**config.mk**
```make
export PLATFORM = sky130hd
export DESIGN_NAME = sorted_priority_queue
export DESIGN_NICKNAME = d
export VERILOG_FILES = /design/src/hdl/spq_pkg.sv /design/src/hdl/spq_cell.sv /design/src/hdl/sorted_priority_queue.sv
export SDC_FILE = /design/constraint.sdc
export NUM_CORES = 2
export LEC_CHECK = 0
export ABC_AREA = 1
export BUFFER_PORTS_ARGS = -buffer_cell sky130_fd_sc_hd__buf_2
export CAP_MARGIN = 40
export CORE_MARGIN = 2
export CORE_UTILIZATION = 35
export CTS_BUF_LIST = sky130_fd_sc_hd__clkbuf_8
export CTS_CLUSTER_SIZE = 30
export DETAILED_ROUTE_END_ITERATION = 6
export MAX_ROUTING_LAYER = met4
export RECOVER_POWER = 25
export SLEW_MARGIN = 20
export SYNTH_ARGS = -nofsm -noshare
export SYNTH_HDL_FRONTEND = slang
export SYNTH_SLANG_ARGS = --single-unit
```
**constraint.sdc**
```tcl
create_clock -name clk_i -period 6.8 [get_ports clk_i]
set_clock_uncertainty 0.15 [all_clocks]
set_input_delay 1.36 -clock clk_i [delete_from_list [all_inputs] [get_ports clk_i]]
set_output_delay 1.36 -clock clk_i [all_outputs]
set_load 0.005 [all_outputs]
```
**src/hdl/spq_pkg.sv**
```systemverilog
// Shared types and constants for the sorted priority queue.
package spq_pkg;

  localparam int KEY_W    = 32;
  localparam int TAG_W    = 32;
  localparam int STATUS_W = 2;

  typedef enum logic {
    CMD_PUSH = 1'b0,
    CMD_POP  = 1'b1
  } command_e;

  typedef enum logic [STATUS_W-1:0] {
    ST_PUSHED = 2'd0,
    ST_POPPED = 2'd1,
    ST_EMPTY  = 2'd2,
    ST_FULL   = 2'd3
  } status_e;

  // Per-cycle operation broadcast to every cell.
  typedef struct packed {
    logic push;  // accepted push into a queue that has room
    logic pop;   // accepted pop from a queue that holds an entry
  } cell_ctrl_t;

endpackage

```
**src/hdl/spq_cell.sv**
```systemverilog
// One slot of the shift-register queue: holds, inserts or shifts an entry.
module spq_cell import spq_pkg::*; #(
  parameter int PW = 32
) (
  input  logic              clk_i,
  input  cell_ctrl_t        ctrl_i,
  input  logic              occ_i,
  input  logic              left_keep_i,
  input  logic [KEY_W-1:0]  left_key_i,
  input  logic [PW-1:0]     left_pay_i,
  input  logic [KEY_W-1:0]  right_key_i,
  input  logic [PW-1:0]     right_pay_i,
  input  logic [KEY_W-1:0]  new_key_i,
  input  logic [PW-1:0]     new_pay_i,
  output logic              keep_o,
  output logic [KEY_W-1:0]  key_o,
  output logic [PW-1:0]     pay_o
);

  logic [KEY_W-1:0] key_q, key_d;
  logic [PW-1:0]    pay_q, pay_d;

  // Held entry stays put when its key is no larger than the new one.
  assign keep_o = occ_i && ($signed(key_q) <= $signed(new_key_i));

  always_comb begin
    key_d = key_q;
    pay_d = pay_q;
    if (ctrl_i.push && !keep_o) begin
      if (left_keep_i) begin
        key_d = new_key_i;
        pay_d = new_pay_i;
      end else begin
        key_d = left_key_i;
        pay_d = left_pay_i;
      end
    end else if (ctrl_i.pop) begin
      key_d = right_key_i;
      pay_d = right_pay_i;
    end
  end

  always_ff @(posedge clk_i) begin
    key_q <= key_d;
    pay_q <= pay_d;
  end

  assign key_o = key_q;
  assign pay_o = pay_q;

endmodule

```
**src/hdl/sorted_priority_queue.sv**
```systemverilog
// Top level of the sorted priority queue: a row of cells kept in key order.
// Each result is registered and appears in the cycle after its start transfer, for one cycle.
// Throughput: one push or pop per cycle; every cell compares against the new
// key in parallel and shifts with its neighbor in the same cycle.
// busy_o stays low; the receiver cannot stall the result strobe.
// Reset empties the queue (count to zero); slot contents are not cleared.
module sorted_priority_queue import spq_pkg::*; #(
  parameter int CAPACITY     = 16,
  parameter int PAYLOAD_BITS = 32,
  localparam int CNT_W       = $clog2(CAPACITY + 1)
) (
  input  logic                    clk_i,
  input  logic                    rst_ni,
  input  logic                    start_i,
  output logic                    busy_o,
  input  logic                    command_i,
  input  logic signed [KEY_W-1:0] key_i,
  input  logic [TAG_W-1:0]        payload_i,
  output logic                    result_valid_o,
  output logic [STATUS_W-1:0]     status_o,
  output logic signed [KEY_W-1:0] out_key_o,
  output logic [TAG_W-1:0]        out_payload_o,
  output logic [CNT_W-1:0]        occupancy_o
);

  localparam int PW = (PAYLOAD_BITS < TAG_W) ? PAYLOAD_BITS : TAG_W;

  logic                    accept;
  logic                    is_full, is_empty;
  cell_ctrl_t              ctrl;
  logic [CNT_W-1:0]        count_q, count_d;
  logic                    valid_q;
  status_e                 status_q, status_d;
  logic [KEY_W-1:0]        okey_q, okey_d;
  logic [TAG_W-1:0]        opay_q, opay_d;
  logic [PW-1:0]           new_pay;

  logic [CAPACITY-1:0]     occ;
  logic [CAPACITY:0]       keep;
  logic [KEY_W-1:0]        cell_key [CAPACITY+1];
  logic [PW-1:0]           cell_pay [CAPACITY+1];

  assign busy_o   = 1'b0;
  assign accept   = start_i && !busy_o;
  assign is_full  = (count_q == CNT_W'(CAPACITY));
  assign is_empty = (count_q == '0);
  assign new_pay  = payload_i[PW-1:0];

  assign ctrl.push = accept && (command_i == CMD_PUSH) && !is_full;
  assign ctrl.pop  = accept && (command_i == CMD_POP) && !is_empty;

  // Virtual cell ahead of the head always keeps; past the tail feeds zeros.
  assign keep[0]            = 1'b1;
  assign cell_key[CAPACITY] = '0;
  assign cell_pay[CAPACITY] = '0;

  for (genvar i = 0; i < CAPACITY; i++) begin : g_cell
    logic [KEY_W-1:0] left_key;
    logic [PW-1:0]    left_pay;

    assign occ[i] = (count_q > CNT_W'(i));

    if (i == 0) begin : g_head
      assign left_key = key_i;
      assign left_pay = new_pay;
    end else begin : g_body
      assign left_key = cell_key[i-1];
      assign left_pay = cell_pay[i-1];
    end

    spq_cell #(.PW(PW)) u_cell (
      .clk_i       (clk_i),
      .ctrl_i      (ctrl),
      .occ_i       (occ[i]),
      .left_keep_i (keep[i]),
      .left_key_i  (left_key),
      .left_pay_i  (left_pay),
      .right_key_i (cell_key[i+1]),
      .right_pay_i (cell_pay[i+1]),
      .new_key_i   (key_i),
      .new_pay_i   (new_pay),
      .keep_o      (keep[i+1]),
      .key_o       (cell_key[i]),
      .pay_o       (cell_pay[i])
    );
  end

  always_comb begin
    count_d  = count_q;
    status_d = ST_PUSHED;
    okey_d   = '0;
    opay_d   = '0;
    if (command_i == CMD_PUSH) begin
      if (is_full) begin
        status_d = ST_FULL;
      end else begin
        count_d = count_q + CNT_W'(1);
      end
    end else begin
      if (is_empty) begin
        status_d = ST_EMPTY;
      end else begin
        status_d = ST_POPPED;
        okey_d   = cell_key[0];
        opay_d   = TAG_W'(cell_pay[0]);
        count_d  = count_q - CNT_W'(1);
      end
    end
  end

  always_ff @(posedge clk_i or negedge rst_ni) begin
    if (!rst_ni) begin
      count_q <= '0;
      valid_q <= 1'b0;
    end else begin
      valid_q <= accept;
      if (accept) begin
        count_q <= count_d;
      end
    end
  end

  always_ff @(posedge clk_i) begin
    if (accept) begin
      status_q <= status_d;
      okey_q   <= okey_d;
      opay_q   <= opay_d;
    end
  end

  assign result_valid_o = valid_q;
  assign status_o       = status_q;
  assign out_key_o      = okey_q;
  assign out_payload_o  = opay_q;
  assign occupancy_o    = count_q;

  a_count_bound: assert property (@(posedge clk_i) disable iff (!rst_ni)
    count_q <= CNT_W'(CAPACITY))
    else $error("entry count above capacity");

  a_result_follows: assert property (@(posedge clk_i) disable iff (!rst_ni)
    accept |=> result_valid_o)
    else $error("accepted item gave no result");

  a_no_spurious: assert property (@(posedge clk_i) disable iff (!rst_ni)
    !accept |=> !result_valid_o)
    else $error("result without an accepted item");

  a_pop_count: assert property (@(posedge clk_i) disable iff (!rst_ni)
    ctrl.pop |=> (count_q + CNT_W'(1) == $past(count_q)))
    else $error("pop did not drop one entry");

endmodule

```
==> results list <==
- The number of global-route vias before repair was 61547.
* Maximum clock path buffer count: 3
- Insertion delay to the later sink of the worst-skew pair: 990 ps
- The final route contains ~64000 vias.
- Syn Std Cell Area: between 70000 and 80000 sq um
* Post-CTS Setup Bufs: 0
- Cell type with the highest aggregate area in the netlist: sky130_fd_sc_hd__edfxtp_1
- HPWL after DPL: about 180000 um
- Initial Util: 0.3513
* Register share of total power: 0.365
- Global Route Usage Sum: 0.2317
- Of the total power, the clock network draws 0.181.
* Commonest register cell after synthesis: sky130_fd_sc_hd__edfxtp_1
- Worst hold start: g_cell[15].u_cell.pay_o[27]
* Static Leak: 39.34 nW
- The critical path is of the in -> reg type.
- The number of gates resized after CTS was 0.
* Largest net degree at the start of global routing: 129
- The synthesized design contains 1096 register bits.
* Status: finished with violations
* Area Overhead vs Synth: 9.389%
* Final Net Count: 10175
- The checks that failed: design-rule violations, max-capacitance violations, max-slew violations.
* Finish-stage setup viols: 0
* Beginning of the critical path: key_i[24]
* Total Wirelength: 242600 um
* Chip Height: 459.2 um
- The number of endpoints with negative hold slack in the final report is 0.
- The multi-input combinational cells in the finished layout cover a total of 35220 sq um.
- Area of the die: 210900 sq um
- Each instance of the synthesized netlist takes up on average 7.522 sq um.
- TritonCTS created 191 clock buffers.
- Setup total negative slack on the finished layout was measured at 0 ps.
- Across the run, the number of max-cap violations was 5.
* Worst endpoint data arrival time: 6160 ps
- Final routed DRC violation total: 1
* Clock tree from TritonCTS: yes
- For this design the top-level I/O count stands at 141.
* Leftover overflow at the end of global routing: 0
- Worst min-delay path category: reg -> reg
* Wire length of the first global-routing pass: 374800 um
- The tree is rooted in a sky130_fd_sc_hd__clkbuf_8.
- The layout has approximately 21000 filler cells.
- Share of post-route cells with drive strength above 1: 0.05995
* Detailed-route vias per instance: 5.144
- In this run the critical register-to-register path is launched from occupancy_o[1].
- During synthesis, Yosys emitted a total of 0 warnings.
- Summed over all nets, the switching power comes to 14.29 mW.
* Pwr dens: about 400 nW/um^2
- Area share of the leading cell type in the synthesized netlist: 0.4513
- For the pin with the worst max-slew slack, the measured transition is approximately 2900 ps.
* Slew Viols, Final: 198
* Internal: 17.21 mW
- In this run the worst path has a maximum fanout of 45.
* Highest achievable clock rate: 0.1767 GHz
* Floorplan core area: 206400 sq um
- Number of clock sinks seen by CTS: 1096
- Wirelength per Cell: 19.48 um
- Number of buffers inserted by port buffering: 139
* Initial DRC count: 6878
* Post-route fraction of the period consumed by the critical path: 0.8323
* Maximum level of the CTS H-tree: 4
* Synthesized netlist net count: 10227
* Required time at the worst-slack endpoint: 7300 ps
- The worst setup path is launched from an input port.
* Count of TritonRoute iterations in the first routing pass: 7
- Share of synthesized flip-flops with an asynchronous set or reset: 0.005474
- Final weighted congestion of routability-driven global placement: 0.9406
- Of the total power, the share spent switching nets is 0.4538.
- Setup repair after global routing left no endpoint under its margin.
- Counting distinct cell types in the post-synthesis netlist gives 40.
- In this run the remaining antenna-violating nets after routing total 0.
- CTS clock-pin slew for the worst setup and hold paths: about 60 ps
* Register area share after synthesis: 0.4534
* Combinational Power Share: 0.454
- In this run, synthesis inferred 1090 flip-flops with an integrated enable.
- The number of antenna violations at the first check in global routing is 5.
- Sorting the synthesized cells by area gives the leading types as sky130_fd_sc_hd__edfxtp_1, sky130_fd_sc_hd__nand2_1, sky130_fd_sc_hd__ha_1.
- The worst setup path is captured at a register.
- Min cycle time layout: 5660 ps
* Post-Synthesis Cells: approximately 9600
- Smallest hold slack: 355.3 ps
- VDD sags by at most 0.2769 mV.
* Max transition margin: -0.9366
- Sequential Area: about 33000 sq um
- In this run the horizontal extent of the chip is 459.2 um.
- Cell row count: 167
## routing by layer
layer  GRT usage  up-vias  routed length (um)
li1            -    31281                   -
met2      0.3490     2803              104300
met1      0.3229    29609              111100
met4     0.06346        0                6254
met5           -        -                   0
met3     0.03614      356               20970
## placed cells by master, fill, tap and decap left out, types with 50 or more instances in the layout
master | netlist | routed
sky130_fd_sc_hd__clkbuf_8 | 0 | 193
sky130_fd_sc_hd__inv_1 | 423 | 485
sky130_fd_sc_hd__nor2_1 | 276 | 277
sky130_fd_sc_hd__buf_4 | 73 | 142
sky130_fd_sc_hd__clkinv_1 | 1 | 63
sky130_fd_sc_hd__o21ai_0 | 54 | 50
sky130_fd_sc_hd__edfxtp_1 | 1090 | 1090
sky130_fd_sc_hd__ha_1 | 517 | 517
sky130_fd_sc_hd__nand2_1 | 5158 | 5134
sky130_fd_sc_hd__a21oi_1 | 219 | 220
sky130_fd_sc_hd__clkbuf_1 | 182 | 52
sky130_fd_sc_hd__buf_2 | 312 | 100
sky130_fd_sc_hd__nand3_1 | 1088 | 1084
## logic make-up after synthesis
| family | Yosys count | synth area share |
|---|---|---|
| buffers and inverters | 1034 | 0.06392 |
| AND/OR/NAND/NOR | 6593 | 0.3629 |
| other | 1 | 0.00005171 |
| AO/OA/AOI/OAI | 397 | 0.03009 |
| XOR/XNOR | 4 | 0.0004830 |
| adder cells (fa/ha/maj) | 517 | 0.08919 |
| flip-flops | 1096 | 0.4534 |
## cells in the mapped netlist (all sizes together) (6+ instances only)
cell / number
a21o: 16
a21oi: 221
buf: 410
clkbuf: 182
dfrtp: 6
edfxtp: 1090
ha: 517
inv: 441
nand2: 5161
nand3: 1092
nand4: 46
nor2: 280
o21a: 35
o21ai: 106
o21bai: 11
## state kept, by name, indices dropped and copies added, names as in the netlist
signal / cells
g_cell.u_cell.key_o: 512
g_cell.u_cell.pay_o: 512
out_key_o: 32
out_payload_o: 32
occupancy_o: 5
status_o: 2
result_valid_o: 1
## area by class of cell
type	count	area share
multi-input cells	7512	0.4439
flip-flops and latches	1096	0.4145
well taps	2704	0.04265
repair buffers	347	0.03552
clock buffers	193	0.03348
inverters	442	0.02091
clock inverters	151	0.008895
diodes	5	0.0001577
## per-stage QoR
step / utilization / std cells / setup slack, ps / total power, mW / instance area (sq um)
6_report: 0.3843 / 12450 / 1140 / 31.50 / 79330
5_1_grt: 0.3843 / 12448 / 1057 / 33.89 / 79330
4_1_cts: 0.3839 / 12430 / 2384 / 31.41 / 79260
3_5_place_dp: 0.3676 / 12085 / 1344 / 25.68 / 75890
3_3_place_gp: 0.3654 / 12064 / 1234 / 25.33 / 75430
2_1_floorplan: - / 9642 / 1633 / 21.41 / 72520
## final timing paths
check | to | slack (ps) | cells past startpoint
setup / recovery | g_cell[2].u_cell.pay_o[16] | 1140 | 16
hold / removal | g_cell[14].u_cell.pay_o[27] | 360 | 2
setup reg to reg | g_cell[14].u_cell.key_o[3] | 2140 | 11
hold reg to reg | g_cell[14].u_cell.pay_o[27] | 360 | 2
max in group asynchronous | occupancy_o[0] | 5550 | 2
min in group asynchronous | occupancy_o[4] | 670 | 2
## power groups by stage
stage | Sequential [mW] | Combinational (mW) | Clock [mW]
after floorplan | 11.1 | 10.3 | 0
after global placement | 11.5 | 13.8 | 0
after detailed placement | 11.6 | 14.1 | 0
after CTS | 11.5 | 14.1 | 5.82
after global routing | 11.7 | 16.1 | 6.07
final | 11.5 | 14.3 | 5.69
## critical path, stage by stage
cell and delay [ps]:
sky130_fd_sc_hd__clkbuf_1 770, sky130_fd_sc_hd__inv_1 710, sky130_fd_sc_hd__clkbuf_1 400, sky130_fd_sc_hd__ha_1 360, sky130_fd_sc_hd__nand2_1 50, sky130_fd_sc_hd__nor2_1 160, sky130_fd_sc_hd__nand2_1 140, sky130_fd_sc_hd__nor2_1 180
sky130_fd_sc_hd__nand2_1 90, sky130_fd_sc_hd__nand3_1 80, sky130_fd_sc_hd__nand3_2 90, sky130_fd_sc_hd__nand2_1 90, sky130_fd_sc_hd__nand2_1 110, sky130_fd_sc_hd__nand2_2 80, sky130_fd_sc_hd__clkbuf_1 1040, sky130_fd_sc_hd__buf_16 340
## what timing repair did
action	in CTS	in global routing
endpoints found under the setup margin	0	0
hold endpoints to repair	6	0
hold buffers	1	0
(Power assumes the default switching activity.)
